<file path="config.mk">
export PLATFORM = sky130hd
export DESIGN_NAME = epoch_seconds_to_calendar
export DESIGN_NICKNAME = d
export VERILOG_FILES = /design/src/rtl/core/esc_pkg.sv /design/src/rtl/core/esc_div.sv /design/src/rtl/core/epoch_seconds_to_calendar.sv
export VERILOG_INCLUDE_DIRS = /design/src /design/src/rtl/core
export SDC_FILE = /design/constraint.sdc
export NUM_CORES = 1
export LEC_CHECK = 0
export BUFFER_PORTS_ARGS = -buffer_cell sky130_fd_sc_hd__buf_2
export CAP_MARGIN = 20
export CORE_MARGIN = 5
export CORE_UTILIZATION = 40
export DETAILED_ROUTE_END_ITERATION = 10
export SYNTH_ARGS = -nofsm -noshare
export SYNTH_HDL_FRONTEND = slang
export SYNTH_SLANG_ARGS = --single-unit
</file>
<file path="constraint.sdc">
create_clock -name aclk -period 12.87 [get_ports aclk]
set_input_delay 0 -clock aclk [delete_from_list [all_inputs] [get_ports aclk]]
set_output_delay 0 -clock aclk [all_outputs]
set_load 0.02 [all_outputs]
</file>
<file path="src/rtl/core/assert_macros.svh">
// ---------------------------------------------------------------------------
// assert_macros.svh
// Concurrent assertion shorthands, clocked on aclk, off during reset.
// ---------------------------------------------------------------------------
`ifndef ASSERT_MACROS_SVH
`define ASSERT_MACROS_SVH

// Same-cycle implication.
`define ASSERT_IMPL(lbl, pre, post, msg) \
    lbl: assert property (@(posedge aclk) disable iff (!aresetn) (pre) |-> (post)) \
        else $error(msg);

// Next-cycle implication.
`define ASSERT_NEXT(lbl, pre, post, msg) \
    lbl: assert property (@(posedge aclk) disable iff (!aresetn) (pre) |=> (post)) \
        else $error(msg);

`endif

</file>
<file path="src/rtl/core/esc_pkg.sv">
// ---------------------------------------------------------------------------
// esc_pkg
// Shared types, constants and month tables for the epoch-to-calendar block.
// ---------------------------------------------------------------------------
`default_nettype none

package esc_pkg;

    localparam int DVD_W  = 32;   // divider dividend / quotient width
    localparam int DVS_W  = 17;   // divider divisor / remainder width
    localparam int STEP_W = 6;    // holds up to DVD_W steps

    localparam logic [DVS_W-1:0]  SECS_PER_DAY  = 17'd86400;
    localparam logic [DVS_W-1:0]  SECS_PER_HOUR = 17'd3600;
    localparam logic [DVS_W-1:0]  SECS_PER_MIN  = 17'd60;
    localparam logic [DVS_W-1:0]  DAYS_PER_YEAR = 17'd365;
    localparam logic [7:0]        BASE_YY       = 8'd70;   // 1970 mod 100

    localparam logic [STEP_W-1:0] STEPS_DAY  = 6'd32;  // full input word
    localparam logic [STEP_W-1:0] STEPS_YEAR = 6'd16;  // day count < 2^16
    localparam logic [STEP_W-1:0] STEPS_HOUR = 6'd17;  // second of day < 2^17
    localparam logic [STEP_W-1:0] STEPS_MIN  = 6'd12;  // second of hour < 2^12

    typedef enum logic [2:0] {
        ST_IDLE,
        ST_DAYS,
        ST_YEAR,
        ST_ADJ,
        ST_MONTH,
        ST_DONE
    } state_t;

    typedef struct packed {
        logic                start;
        logic [STEP_W-1:0]   steps;
        logic [DVS_W-1:0]    divisor;
        logic [DVD_W-1:0]    dividend;   // left aligned
    } div_req_t;

    typedef struct packed {
        logic                busy;
        logic                done;       // one-cycle pulse
        logic [DVD_W-1:0]    quotient;
        logic [DVS_W-1:0]    remainder;
    } div_stat_t;

    // Day of year on which month idx (0 = January) starts.
    function automatic logic [8:0] month_start(input logic leap, input logic [3:0] idx);
        logic [8:0] d;
        case (idx)
            4'd0:    d = 9'd0;
            4'd1:    d = 9'd31;
            4'd2:    d = 9'd59;
            4'd3:    d = 9'd90;
            4'd4:    d = 9'd120;
            4'd5:    d = 9'd151;
            4'd6:    d = 9'd181;
            4'd7:    d = 9'd212;
            4'd8:    d = 9'd243;
            4'd9:    d = 9'd273;
            4'd10:   d = 9'd304;
            4'd11:   d = 9'd334;
            default: d = 9'd0;
        endcase
        if (leap && idx >= 4'd2 && idx <= 4'd11) begin
            d = d + 9'd1;
        end
        return d;
    endfunction

endpackage

`default_nettype wire

</file>
<file path="src/rtl/core/esc_div.sv">
// ---------------------------------------------------------------------------
// esc_div
// Bit-serial restoring divider, one quotient bit per cycle.
// ---------------------------------------------------------------------------
`default_nettype none

module esc_div
    import esc_pkg::*;
(
    input  wire logic      aclk,
    input  wire logic      aresetn,
    input  wire div_req_t  req,
    output      div_stat_t stat
);

    logic [DVD_W-1:0]  dvd_reg,  dvd_next;
    logic [DVD_W-1:0]  quo_reg,  quo_next;
    logic [DVS_W-1:0]  rem_reg,  rem_next;
    logic [DVS_W-1:0]  dvs_reg,  dvs_next;
    logic [STEP_W-1:0] cnt_reg,  cnt_next;
    logic              busy_reg, busy_next;
    logic              done_reg, done_next;

    logic [DVS_W:0]    trial;
    logic [DVS_W:0]    diff;
    logic              fits;

    always_comb begin
        trial = {rem_reg, dvd_reg[DVD_W-1]};
        diff  = trial - {1'b0, dvs_reg};
        fits  = (trial >= {1'b0, dvs_reg});

        dvd_next  = dvd_reg;
        quo_next  = quo_reg;
        rem_next  = rem_reg;
        dvs_next  = dvs_reg;
        cnt_next  = cnt_reg;
        busy_next = busy_reg;
        done_next = 1'b0;

        if (req.start) begin
            dvd_next  = req.dividend;
            dvs_next  = req.divisor;
            quo_next  = '0;
            rem_next  = '0;
            cnt_next  = req.steps;
            busy_next = 1'b1;
        end else if (busy_reg) begin
            dvd_next = {dvd_reg[DVD_W-2:0], 1'b0};
            quo_next = {quo_reg[DVD_W-2:0], fits};
            rem_next = fits ? diff[DVS_W-1:0] : trial[DVS_W-1:0];
            cnt_next = cnt_reg - 1'b1;
            if (cnt_reg == STEP_W'(1)) begin
                busy_next = 1'b0;
                done_next = 1'b1;
            end
        end
    end

    always_ff @(posedge aclk) begin
        if (!aresetn) begin
            busy_reg <= 1'b0;
            done_reg <= 1'b0;
            cnt_reg  <= '0;
        end else begin
            busy_reg <= busy_next;
            done_reg <= done_next;
            cnt_reg  <= cnt_next;
        end
    end

    always_ff @(posedge aclk) begin
        dvd_reg <= dvd_next;
        quo_reg <= quo_next;
        rem_reg <= rem_next;
        dvs_reg <= dvs_next;
    end

    assign stat.busy      = busy_reg;
    assign stat.done      = done_reg;
    assign stat.quotient  = quo_reg;
    assign stat.remainder = rem_reg;

endmodule

`default_nettype wire

</file>
<file path="src/rtl/core/epoch_seconds_to_calendar.sv">
// ---------------------------------------------------------------------------
// epoch_seconds_to_calendar
// Converts a 32-bit seconds-since-1970 count into time of day and date.
// ---------------------------------------------------------------------------
// One transaction in gives one transaction out. After the input is accepted,
// one divider splits it into days and second of day. The next passes then
// start together: the days are split into years on that divider, and the
// second of day into hours on the other, whose minutes pass follows on the
// second of hour to give minutes and seconds. A flag then marks the time
// split finished, and the output register is loaded. The year split, the
// leap-day correction and the month lookup run alongside the time split and
// add no time. The conversion time is set by two bit-serial restoring
// dividers that retire one quotient bit per cycle. One conversion is in
// flight at a time; s_tready returns as the result is loaded into the output
// register. A finished result sits in the output register, so a new input
// can be taken while the previous result still waits for m_tready; the new
// conversion then holds in its last step until the output register frees.
// Every year divisible by 4 is leap, so the calendar is correct from 1970
// through 2099; 2100 is taken as leap. Year is reported modulo 100.
// ---------------------------------------------------------------------------
`default_nettype none

`include "assert_macros.svh"

module epoch_seconds_to_calendar
    import esc_pkg::*;
(
    input  wire logic        aclk,
    input  wire logic        aresetn,

    input  wire logic        s_tvalid,
    output      logic        s_tready,
    input  wire logic [31:0] s_tdata,    // [31:0] epoch_seconds

    output      logic        m_tvalid,
    input  wire logic        m_tready,
    output      logic [39:0] m_tdata     // [5:0] second_of_minute, [11:6] minute_of_hour,
                                         // [16:12] hour_of_day, [21:17] day_of_month,
                                         // [25:22] month_number, [32:26] year_two_digit,
                                         // [39:33] zero
);

    state_t      state_reg, state_next;

    div_req_t    date_req, time_req;
    div_stat_t   date_st,  time_st;

    // time unit: hours pass first, then minutes
    logic        tphase_reg, tphase_next;
    logic        tfin_reg,   tfin_next;
    logic [4:0]  hour_reg,   hour_next;

    logic [7:0]  yoff_reg,   yoff_next;
    logic [8:0]  doy_reg,    doy_next;
    logic [4:0]  day_reg,    day_next;
    logic [3:0]  mon_reg,    mon_next;
    logic [6:0]  yy_reg,     yy_next;

    logic        mvalid_reg, mvalid_next;
    logic [39:0] mdata_reg,  mdata_next;

    logic        s_acc;

    // leap-day correction terms
    logic [7:0]  yq;
    logic [8:0]  yrem;
    logic [7:0]  lp_a, lp_b, yq_dec;

    // month lookup terms
    logic        leap;
    logic [3:0]  midx;
    logic [8:0]  mstart;
    logic [7:0]  yy_sum;

    assign s_tready = (state_reg == ST_IDLE);
    assign s_acc    = s_tvalid && s_tready;

    always_comb begin
        yq     = date_st.quotient[7:0];
        yrem   = date_st.remainder[8:0];
        yq_dec = yq - 8'd1;
        lp_a   = 8'(({1'b0, yq} + 9'd1) >> 2);
        lp_b   = 8'(({1'b0, yq_dec} + 9'd1) >> 2);

        // a year is leap when 1970 + yoff is divisible by 4
        leap   = (yoff_reg[1:0] == 2'd2);
        midx   = 4'd0;
        for (int i = 1; i < 12; i++) begin
            if (doy_reg >= month_start(leap, 4'(i))) begin
                midx = 4'(i);
            end
        end
        mstart = month_start(leap, midx);
        yy_sum = BASE_YY + yoff_reg;
    end

    always_comb begin
        state_next  = state_reg;
        tphase_next = tphase_reg;
        tfin_next   = tfin_reg;
        hour_next   = hour_reg;
        yoff_next   = yoff_reg;
        doy_next    = doy_reg;
        day_next    = day_reg;
        mon_next    = mon_reg;
        yy_next     = yy_reg;
        mvalid_next = mvalid_reg;
        mdata_next  = mdata_reg;

        date_req = '{start: 1'b0, steps: STEPS_DAY, divisor: SECS_PER_DAY,
                     dividend: s_tdata};
        time_req = '{start: 1'b0, steps: STEPS_HOUR, divisor: SECS_PER_HOUR,
                     dividend: {date_st.remainder, 15'b0}};

        if (mvalid_reg && m_tready) begin
            mvalid_next = 1'b0;
        end

        // hours pass done: chain the minutes pass on the second of hour
        if (time_st.done) begin
            if (!tphase_reg) begin
                hour_next         = time_st.quotient[4:0];
                tphase_next       = 1'b1;
                time_req.start    = 1'b1;
                time_req.steps    = STEPS_MIN;
                time_req.divisor  = SECS_PER_MIN;
                time_req.dividend = {time_st.remainder[11:0], 20'b0};
            end else begin
                tfin_next = 1'b1;
            end
        end

        case (state_reg)
            ST_IDLE: begin
                if (s_acc) begin
                    date_req.start = 1'b1;
                    tphase_next    = 1'b0;
                    tfin_next      = 1'b0;
                    state_next     = ST_DAYS;
                end
            end
            ST_DAYS: begin
                if (date_st.done) begin
                    // days < 2^16: left align for the year split
                    date_req.start    = 1'b1;
                    date_req.steps    = STEPS_YEAR;
                    date_req.divisor  = DAYS_PER_YEAR;
                    date_req.dividend = {date_st.quotient[15:0], 16'b0};
                    time_req.start    = 1'b1;
                    state_next        = ST_YEAR;
                end
            end
            ST_YEAR: begin
                if (date_st.done) begin
                    state_next = ST_ADJ;
                end
            end
            ST_ADJ: begin
                // leap days before year offset y are (y+1)/4
                if (yrem < {1'b0, lp_a}) begin
                    yoff_next = yq_dec;
                    doy_next  = 9'(yrem + 9'd365 - {1'b0, lp_b});
                end else begin
                    yoff_next = yq;
                    doy_next  = yrem - {1'b0, lp_a};
                end
                state_next = ST_MONTH;
            end
            ST_MONTH: begin
                day_next = 5'(doy_reg - mstart + 9'd1);
                mon_next = midx + 4'd1;
                if (yy_sum >= 8'd200) begin
                    yy_next = 7'(yy_sum - 8'd200);
                end else if (yy_sum >= 8'd100) begin
                    yy_next = 7'(yy_sum - 8'd100);
                end else begin
                    yy_next = yy_sum[6:0];
                end
                state_next = ST_DONE;
            end
            ST_DONE: begin
                if (tfin_reg && (!mvalid_reg || m_tready)) begin
                    mvalid_next = 1'b1;
                    mdata_next  = {7'b0, yy_reg, mon_reg, day_reg, hour_reg,
                                   time_st.quotient[5:0], time_st.remainder[5:0]};
                    state_next  = ST_IDLE;
                end
            end
            default: begin
                state_next = ST_IDLE;
            end
        endcase
    end

    always_ff @(posedge aclk) begin
        if (!aresetn) begin
            state_reg  <= ST_IDLE;
            tphase_reg <= 1'b0;
            tfin_reg   <= 1'b0;
            mvalid_reg <= 1'b0;
        end else begin
            state_reg  <= state_next;
            tphase_reg <= tphase_next;
            tfin_reg   <= tfin_next;
            mvalid_reg <= mvalid_next;
        end
    end

    always_ff @(posedge aclk) begin
        hour_reg  <= hour_next;
        yoff_reg  <= yoff_next;
        doy_reg   <= doy_next;
        day_reg   <= day_next;
        mon_reg   <= mon_next;
        yy_reg    <= yy_next;
        mdata_reg <= mdata_next;
    end

    // days / year split
    esc_div u_div_date (
        .aclk    (aclk),
        .aresetn (aresetn),
        .req     (date_req),
        .stat    (date_st)
    );

    // hour / minute / second split
    esc_div u_div_time (
        .aclk    (aclk),
        .aresetn (aresetn),
        .req     (time_req),
        .stat    (time_st)
    );

    assign m_tvalid = mvalid_reg;
    assign m_tdata  = mdata_reg;

    // Both dividers are quiet whenever no conversion is in flight.
    `ASSERT_IMPL(a_idle_quiet, state_reg == ST_IDLE, !date_st.busy && !time_st.busy, "divider busy while idle")
    // After acceptance no further input is taken until the result is loaded.
    `ASSERT_NEXT(a_one_in_flight, s_acc, !s_tready, "second input taken during conversion")
    // Day of year from the leap correction stays within a year.
    `ASSERT_IMPL(a_doy_range, state_reg == ST_MONTH, doy_reg < 9'd366, "day of year out of range")
    // Offered results carry a valid month and day.
    `ASSERT_IMPL(a_date_range, m_tvalid, (m_tdata[25:22] >= 4'd1) && (m_tdata[25:22] <= 4'd12) && (m_tdata[21:17] != 5'd0), "month or day out of range")

endmodule

`default_nettype wire

</file>
After elaboration in Yosys (flattened, before gate mapping) --
Memory sizes are Yosys's and may differ from the RTL's. Cells that the tools add are included.
Word-level totals: bits in registers 247, memory bits (read-only) 144, bits of input ports 36, output and inout bits 42, logic and storage cells 159, memories 1
Cells by class: add/subtract/negate cells 17, $lt $le $gt $ge 18, equality and inequality tests 12, muxes and demuxes 67, bitwise logic cells 4, reduce and logical (&&, ||, !) cells 15
Memories:
- (no name shown) | words 16, width 9, rd ports 1, clocked after Yosys merged registers in 0, wr ports 0, RTL line esc_pkg.sv:50 | case (idx)
Operator list (count):
- $mux 56 | 3
- $mux 32 | 4
- $mux 55 | 1
- $ge 18x17->1 | 2
- $ge 9x8->1 | 4
- $mux 17 | 2
- $sub 17x17->17 | 2
- $mux 3 | 10
- $ge 9x9->1 | 3
- $mux 1 | 27
- $mux 6 | 4
- $mux 4 | 5
- $add 8x1->9 const B | 2
- $ge 9x7->1 | 2
- $pmux 3 s6 | 1
- $sub 9x7->9 | 2
- $mux 7 | 2
- $sub 7x7->7 const B | 2
- $eq 6x1->1 const B | 2
- $sub 6x1->6 const B | 2
- $add 5x1->5 const B | 2
- $add 9x9->9 const B | 1
- $ge 9x5->1 const B | 1
- $ge 9x6->1 | 1
- other kinds (29) | 46

Longest topological paths before layout --
Gate-level depths: netlist of run 1.
depth after elaboration 19, mapped depth 24, gate-level depth less buffers 24

Modules after synthesis --
From an unflattened synthesis of run 1, not the netlist that was laid out.
Second synthesis, totals: cells, all modules 1517, area total of the unflattened synthesis 15806.4 um^2
By module, submodules not included:
- epoch_seconds_to_calendar | times used 1, cells each 569, area an instance 5560.3 um^2
- esc_div at u_div_time | times used 1, cells each 476, area an instance 5146.2 um^2
- esc_div at u_div_date | times used 1, cells each 472, area an instance 5099.9 um^2

Worst setup path before layout of run 1 --
Ideal clock, no wire load.
path kind reg2reg, from register yoff_reg[1], to register day_reg[4], data pin, library setup time 259 ps, data arrival time 4616 ps, data required time 12611 ps, slack 7995 ps, stages on the path, launching flop included 25, cells stage by stage edfxtp_1 > nor2b_1 > inv_1 > ha_1 > nand2b_1 > a211o_1 > o21ai_0 > nand2_1 > a221o_1 > nand2_1 > o211a_1 > ha_1 > nor2_1 > a211oi_1 > a21oi_1 > ha_1 > mux2_2 > ha_1 > inv_1 > ha_1 > a21o_1 > a21oi_1 > xnor2_1 > xnor2_1 > xnor2_1
Between the ends: cells in the longest elaborated chain, start to end 19, elaborated cells on any way between the ends 40
Ends and longest elaborated chain:
- start: declaration | RTL line epoch_seconds_to_calendar.sv:53 | logic [7:0] yoff_reg, yoff_next;
- start signal: assignment | RTL line epoch_seconds_to_calendar.sv:211 | yoff_reg <= yoff_next;
- $eq 2x2->1 (*) | RTL line epoch_seconds_to_calendar.sv:86 | leap = (yoff_reg[1:0] == 2'd2);
- branches (longest 15 deep; another with $ge 9x6->1)
- $mux 5 (*) | RTL line esc_pkg.sv:65 | if (leap && idx >= 4'd2 && idx <= 4'd11) begin
- $sub 5x5->5 (*) | RTL line epoch_seconds_to_calendar.sv:170 | day_next = 5'(doy_reg - mstart + 9'd1);
- $add 5x1->5 (*) | RTL line epoch_seconds_to_calendar.sv:170
- end signal: assignment | RTL line epoch_seconds_to_calendar.sv:213 | day_reg <= day_next;
- end: declaration | RTL line epoch_seconds_to_calendar.sv:55 | logic [4:0] day_reg, day_next;
Every way passes the cells marked *. A chain may end at the register's enable or synchronous reset.

Final worst setup path of run 1 --
Ends and elaborated chain as after synthesis.

==> metrics.yaml, run 1 <==
run_status:
  outcome: "finished, final reports clean"
place:
  dpl_cell_area_um2: 11900
  dp_hpwl_um: 15600
  placedCellCount: 1519
  gp_congestion: 0.851
  port_buffers: 70
synthesis:
  synth_area_um2: 11200
  synthDistinctLibCells: 81
  synthArstFlopShare_pct: 0
  syn-instance-count: 1118
  synth_warnings: 0
  yosysSeqAreaShare_pct: 47.0
  synth_enable_flop_cells: 124
  ys.flop_type: "edfxtp_1"
  ys_seq_elements: 202
  avgSynthCellArea_um2: 10.1
route:
  dr.pass1.iters: 5
  vias: 8182
  drc: 0
  drt_iter0_drc: 431
  routed_wl_um: 23200
  via_per_inst: 5.12
  antenna_left: 0
  post_drt_wl_per_cell_um: 14.5
timing:
  setup_viol_count_final: 0
  max_slew_margin_pct: 31.8
  fin_skew_ns: 0.0124
  max_slew.worst_pin.slew_ns: 1.02
  min_period_over_period_pct: 42.7
  setup_tns_ns: 0
  whs_ns: 0.315
  slew_violations: 0
  hold_viol: 0
  grt_setup_unrepaired: "no"
  min_period_ns: 5.49
  fmax_ghz: 0.182
die:
  core_um2: 27800
  dieHeight_um: 178
  dieArea_um2: 31600
  die_w_um: 178
  rows: 61
  start_util_pct: 40.5
  num_io_pins: 78
min_path:
  hp-class: "in2reg"
power_and_ir_drop:
  power_density_nw_per_um2: 147
  leakage_nw: 5.19
  ir_drop_mv: 0.0970
clock_tree:
  cts-root-buf: "clkbuf_16"
  cts_setup_buffers: 0
  cts_inserted_buffers: 24
  cts_resized: 0
  cts.reportedPaths.clkPinSlew_ns: 0.06
  clock_latency_ns: 0.52
  cts_buffer_depth: 3
  htreeDepth: 1
  cts_sinks: 202
  cts_tree: "done"
final_layout:
  mostFrequentLayoutCell: "edfxtp_1"
  drive_gt1_share_pct: 12.4
  final_cell_count_no_fill: 1599
  final_cell_mix: "edfxtp_1 (124), nand2_1 (112), nor2_1 (97), dfxtp_1 (77)"
  diodes: 0
  final-seq-area_um2: 5290
  largest_register_ffs: 33
  nets: 1313
  fin_area_um2: 13100
  nFillCells: 2651
  syn_to_final_growth_pct: 16.7
  multi_input_area_um2: 5480
  final_util_pct: 47.2
global_routing:
  grt_overflow: 0
  top_usage_layer: "met2"
  use_met2_pct: 23.1
  grt_use_met3_pct: 2.24
  grt_max_degree: 56
  grt_antenna_before_repair: 0
  grt_pass1_wl_um: 39200
  track_usage_pct: 14.7
  met1_usage_pct: 21.7
  grt_pass1_vias: 7806
worst_setup_path:
  crit_top_cell: "ha_1"
  cp_max_fo: 6
  crit_path_start_kind: "flip-flop"
  path_cells: "nor2b_1 -> inv_1 -> ha_1 -> nand4bb_1 -> nor2_1 -> a21oi_1 -> o31ai_1 -> a221o_1 -> nand2_1 -> o211a_1 -> ha_1 -> nor2_1 -> a211oi_1 -> a21oi_1 -> ha_1 -> mux2_2 -> ha_1 -> inv_1 -> ha_1 -> a21o_1 -> a21oi_1 -> xnor2_1 -> xnor2_1 -> xnor2_1"
  crit_path_top_delay_cell: "o31ai_1"
  cp.required_ns: 13.14
  critPathMaxStageDelay_ns: 0.53
  worstSetupEndpointType: "flip-flop"
  arrival_ns: 5.76
  critPathKind: "reg2reg"
  cp.buffers_inverters: 2
  path_delay_family: "compound AO/OA/AOI/OAI gates"
flow_run:
  cap_violations: 0
[final timing paths]
check                              from                                to  slack, ns  depth (start not counted)
setup / recovery  yoff_reg[1]$_DFFE_PN_              day_reg[4]$_DFFE_PN_       7.38                         24
hold / removal              s_tdata[10]  u_div_date.dvd_reg[10]$_DFFE_PP_       0.32                          3
setup reg to reg  yoff_reg[1]$_DFFE_PN_              day_reg[4]$_DFFE_PN_       7.38                         24
hold reg to reg    day_reg[1]$_DFFE_PN_             m_tdata[18]$_DFFE_PP_       0.42                          0
[cell usage after synthesis (8+ instances only)]
library cell	number	area (µm²)
nand3_1	28	140
nor2b_1	12	75.1
a22o_1	16	140
a31oi_1	18	113
nor2_1	99	372
ha_1	70	876
o21ai_0	39	195
edfxtp_1	124	3720
mux2i_1	40	400
xnor2_1	54	473
a211oi_1	15	113
clkbuf_1	44	165
nand2b_1	16	100
nand2_1	112	420
nor3_1	21	105
dfxtp_1	78	1560
inv_1	64	240
a22oi_1	18	135
and2_1	9	56.3
nand4_1	8	50.1
xor2_1	26	228
a21oi_1	57	285
[power by group]
part / total [mW] / switching, mW / internal (mW)
registers: 0.792 / 0.0484 / 0.744
logic: 0.427 / 0.231 / 0.196
clock network: 0.709 / 0.265 / 0.444
total: 1.93 / 0.545 / 1.38
[repair_timing]
action	CTS	global route
hold buffers	36	0
hold endpoints to repair	49	0
setup endpoints to repair	0	0
[final cells by class]
type                            instances  share of cell area (%)
Tap cell                              378                    3.60
Timing Repair Buffer                  115                    5.93
Clock inverter                         11                    1.11
Clock buffer                           33                    5.38
Multi-Input combinational cell        792                    41.8
Inverter                               68                    1.95
Sequential cell                       202                    40.3
[cell families after synthesis]
group	Yosys count	share of synthesized area (%)
simple gates	362	15.9
compound gates	224	13.6
flops	202	47.0
buf+inv	130	4.73
xor+xnor	80	6.23
fa+ha+maj	74	8.50
mux	45	4.06
other cells	1	0.0333
[metal layers]
layer / wire length (µm) / part of all wire, %
met5: 0 / 0
met4: 414 / 1.8
met3: 1200 / 5.2
met2: 10100 / 44
met1: 11500 / 50
[stage by stage]
step	setup slack [ns]	total power, mW
5_1_grt	6.98	2.04
3_3_place_gp	7.51	1.22
4_1_cts	7.39	1.95
2_1_floorplan	7.99	1.14
6_report	7.38	1.93
3_5_place_dp	7.41	1.23
[worst reg2reg max path, stage by stage (launching register included)]
cell and delay [ns]:
edfxtp_1 0.40, nor2b_1 0.38, inv_1 0.19, ha_1 0.36, nand4bb_1 0.18, nor2_1 0.17, a21oi_1 0.09, o31ai_1 0.53
a221o_1 0.27, nand2_1 0.07, o211a_1 0.17, ha_1 0.25, nor2_1 0.12, a211oi_1 0.06, a21oi_1 0.24, ha_1 0.27
mux2_2 0.27, ha_1 0.21, inv_1 0.07, ha_1 0.22, a21o_1 0.18, a21oi_1 0.17, xnor2_1 0.15, xnor2_1 0.15
xnor2_1 0.08
No activity file was read; power rests on OpenSTA's default activity.
==> run 2: changes to the inputs <==
==> constraint.sdc (replaced) <==
create_clock -name aclk -period 5 [get_ports aclk]
set_input_delay 0 -clock aclk [delete_from_list [all_inputs] [get_ports aclk]]
set_output_delay 0 -clock aclk [all_outputs]
set_load 0.02 [all_outputs]
==> run 2 against run 1 <==
Net effect:
- global-route usage is 0.11 points lower
- final cell count grew 0.94%
- maximum frequency increased by 16%
- via count rose by 1.3%
- routed wire length increased by 1.6%
- worst setup slack got worse by 7.1 ns
- critical path type unchanged
- sequential power grew to 2.6 times the previous value
- worst hold slack worse by 0.010 ns
- design area grew 0.96%
- largest cell class unchanged
- non-clock buffer count is 15 higher
==> metrics.yaml, run 2 (same netlist as run 1, synthesis figures left out) <==
clock_tree:
  cts_tree: "done"  # unchanged
  cts.reportedPaths.clkPinSlew_ns: 0.06  # about the same
  cts-root-buf: "clkbuf_16"  # unchanged
  htreeDepth: 1  # unchanged
  cts_sinks: 202  # unchanged
  clock_latency_ns: 0.52  # about the same
  cts_buffer_depth: 3  # unchanged
  cts_inserted_buffers: 24  # unchanged
route:
  via_per_inst: 5.13  # was 5.12
  drt_iter0_drc: 450  # was 431
  antenna_left: 0  # unchanged
  dr.pass1.iters: 5  # unchanged
  routed_wl_um: 23600  # was 23,200 µm
  post_drt_wl_per_cell_um: 14.6  # was 14.5 µm
  drc: 0  # unchanged
  vias: 8287  # was 8,182
worst_setup_path:
  crit_path_top_delay_cell: "edfxtp_1"  # was o31ai_1
  cp_max_fo: 5  # was 6
  path_delay_family: "compound AO/OA/AOI/OAI gates"  # unchanged
  worstSetupEndpointType: "flip-flop"  # unchanged
  arrival_ns: 4.99  # was 5.76 ns
  critPathKind: "reg2reg"  # unchanged
  cp.buffers_inverters: 2  # unchanged
  path_cells: "nor2b_2 -> inv_2 -> ha_4 -> nand2b_4 -> a211o_1 -> o21ai_2 -> nand2_1 -> a221o_1 -> nand2_1 -> o211a_1 -> ha_4 -> nor2_1 -> a211oi_2 -> a21oi_2 -> ha_1 -> mux2_2 -> ha_1 -> inv_1 -> ha_1 -> a21o_1 -> a21oi_2 -> xnor2_1 -> xnor2_1 -> xnor2_1"  # was nor2b_1 -> inv_1 -> ha_1 -> nand4bb_1 -> nor2_1 -> a21oi_1 -> o31ai_1 -> a221o_1 -> nand2_1 -> o211a_1 -> ha_1 -> nor2_1 -> a211oi_1 -> a21oi_1 -> ha_1 -> mux2_2 -> ha_1 -> inv_1 -> ha_1 -> a21o_1 -> a21oi_1 -> xnor2_1 -> xnor2_1 -> xnor2_1
  crit_path_start_kind: "flip-flop"  # unchanged
  critPathMaxStageDelay_ns: 0.37  # was 0.53 ns
  reg2reg_depth: 24  # unchanged
  path_depth: 24  # unchanged
  ff2ff_setup_slack_ns: 0.28  # was 7.38 ns
  cp.required_ns: 5.26  # was 13.14 ns
timing:
  max_slew_margin_pct: 33.6  # was 31.8%
  min_period_ns: 4.72  # was 5.49 ns
  max_slew.worst_pin.slew_ns: 0.994  # was 1.02 ns
  setup_viol_count_final: 0  # unchanged
  min_period_over_period_pct: 94.5  # was 42.7%
  whs_ns: 0.305  # was 0.315 ns
  hold_viol: 0  # unchanged
  setup_ws_ns: 0.275  # was 7.38 ns
  fmax_ghz: 0.212  # was 0.182 GHz
  slew_violations: 0  # unchanged
  fin_skew_ns: 0.00743  # was 0.0124 ns
place:
  preCtsSetupSlack_ns: 0.0262  # was 7.41 ns
  dpl_cell_area_um2: 12000  # was 11,900 µm²
  placedCellCount: 1529  # was 1,519
  dp_hpwl_um: 15800  # was 15,600 µm
  gp_congestion: 0.831  # was 0.851
  port_buffers: 70  # unchanged
global_routing:
  grt_pass1_wl_um: 38900  # was 39,200 µm
  grt_max_degree: 56  # unchanged
  track_usage_pct: 14.6  # was 14.7%
  grt_overflow: 0  # unchanged
  grt_pass1_vias: 7711  # was 7,806
  grt_antenna_before_repair: 1  # was 0
final_layout:
  final_cell_mix: "edfxtp_1 (124), nand2_1 (112), nor2_1 (97), dfxtp_1 (77), buf_2 (70)"  # was edfxtp_1 (124), nand2_1 (112), nor2_1 (97), dfxtp_1 (77)
  drive_gt1_share_pct: 14.4  # was 12.4%
  syn_to_final_growth_pct: 17.8  # was 16.7%
  nFillCells: 2647  # was 2,651
  final_util_pct: 47.7  # was 47.2%
  nets: 1328  # was 1,313
  final_cell_count_no_fill: 1614  # was 1,599
  final-seq-area_um2: 5290  # unchanged
  largest_register_ffs: 33  # unchanged
  diodes: 0  # unchanged
  mostFrequentLayoutCell: "edfxtp_1"  # unchanged
  multi_input_area_um2: 5550  # was 5480 µm²
  fin_area_um2: 13200  # was 13,100 µm²
power_and_ir_drop:
  ir_drop_mv: 0.249  # was 0.0970 mV
  power_density_nw_per_um2: 368  # was 147 nW/µm²
  leakage_nw: 5.25  # was 5.19 nW
run_status:
  outcome: "finished, final reports clean"  # unchanged
die:
  die_w_um: 178  # unchanged
  dieHeight_um: 178  # unchanged
  core_um2: 27800  # unchanged
  rows: 61  # unchanged
  num_io_pins: 78  # unchanged
  start_util_pct: 40.5  # unchanged
  dieArea_um2: 31600  # unchanged
min_path:
  min_delay_path_depth: 3  # unchanged
  hp-class: "in2reg"  # unchanged
flow_run:
  cap_violations: 0  # unchanged
[run 2: cell types whose count changed in the layout (fill, tap and decap cells not counted), sizes merged]
cell	previous run	this run
buf	79	94
bufinv	3	2
clkbuf	33	29
clkinv	11	16
[run 2: worst paths after layout]
check | from | to
hold reg to reg | mon_reg[1]$_DFFE_PN_ | m_tdata[23]$_DFFE_PP_
setup reg to reg | yoff_reg[1]$_DFFE_PN_ | day_reg[4]$_DFFE_PN_
setup / recovery | yoff_reg[1]$_DFFE_PN_ | day_reg[4]$_DFFE_PN_
hold / removal | s_tdata[0] | u_div_date.dvd_reg[0]$_SDFFCE_PN0P_
[run 2: per-stage QoR]
stage / power [mW] / setup TNS, ns
2_1_floorplan: 2.92 / 0
3_3_place_gp: 3.14 / 0
3_5_place_dp: 3.16 / 0
4_1_cts: 4.94 / 0
5_1_grt: 5.16 / -0.00407
6_report: 4.87 / 0
[run 2: repair_timing]
item / CTS / global route
gates resized for setup: 1 / 14
pin swaps: 0 / 6
hold endpoints to repair: 49 / 0
endpoints found under the setup margin: 1 / 3
buffers inserted: 0 / 5
hold buffers: 36 / 0
[run 2: worst reg2reg max path: cells and delay by family, from the launching register on]
| family | cells | cell delay, ns |
|---|---|---|
| buf+inv | 2 | 0.17 |
| simple gates | 5 | 0.52 |
| fa+ha+maj | 5 | 1.10 |
| mux | 1 | 0.27 |
| flops | 1 | 0.37 |
| xor+xnor | 3 | 0.38 |
| compound gates | 8 | 1.66 |
[run 2: layer usage]
| metal | up-vias | wire (µm) | GRT usage, % |
|---|---|---|---|
| li1 | 4195 | - | - |
| met1 | 3891 | 11600 | 20.9 |
| met2 | 162 | 10400 | 23.0 |
| met3 | 37 | 1130 | 2.64 |
| met4 | 2 | 452 | 3.58 |
| met5 | - | 13 | 0 |
[run 2: where the power goes]
group          switching [mW]  total, mW  internal [mW]
Clock                   0.682       1.72           1.04
Sequential              0.127       2.04           1.91
Combinational           0.595       1.11          0.511
[run 2: cell type report]
class                           instances  area share (%)
Clock buffer                           29            4.99
Inverter                               68            1.93
Clock inverter                         15            1.01
Tap cell                              378            3.57
Sequential cell                       202            39.9
Timing Repair Buffer                  130            6.72
Multi-Input combinational cell        792            41.9
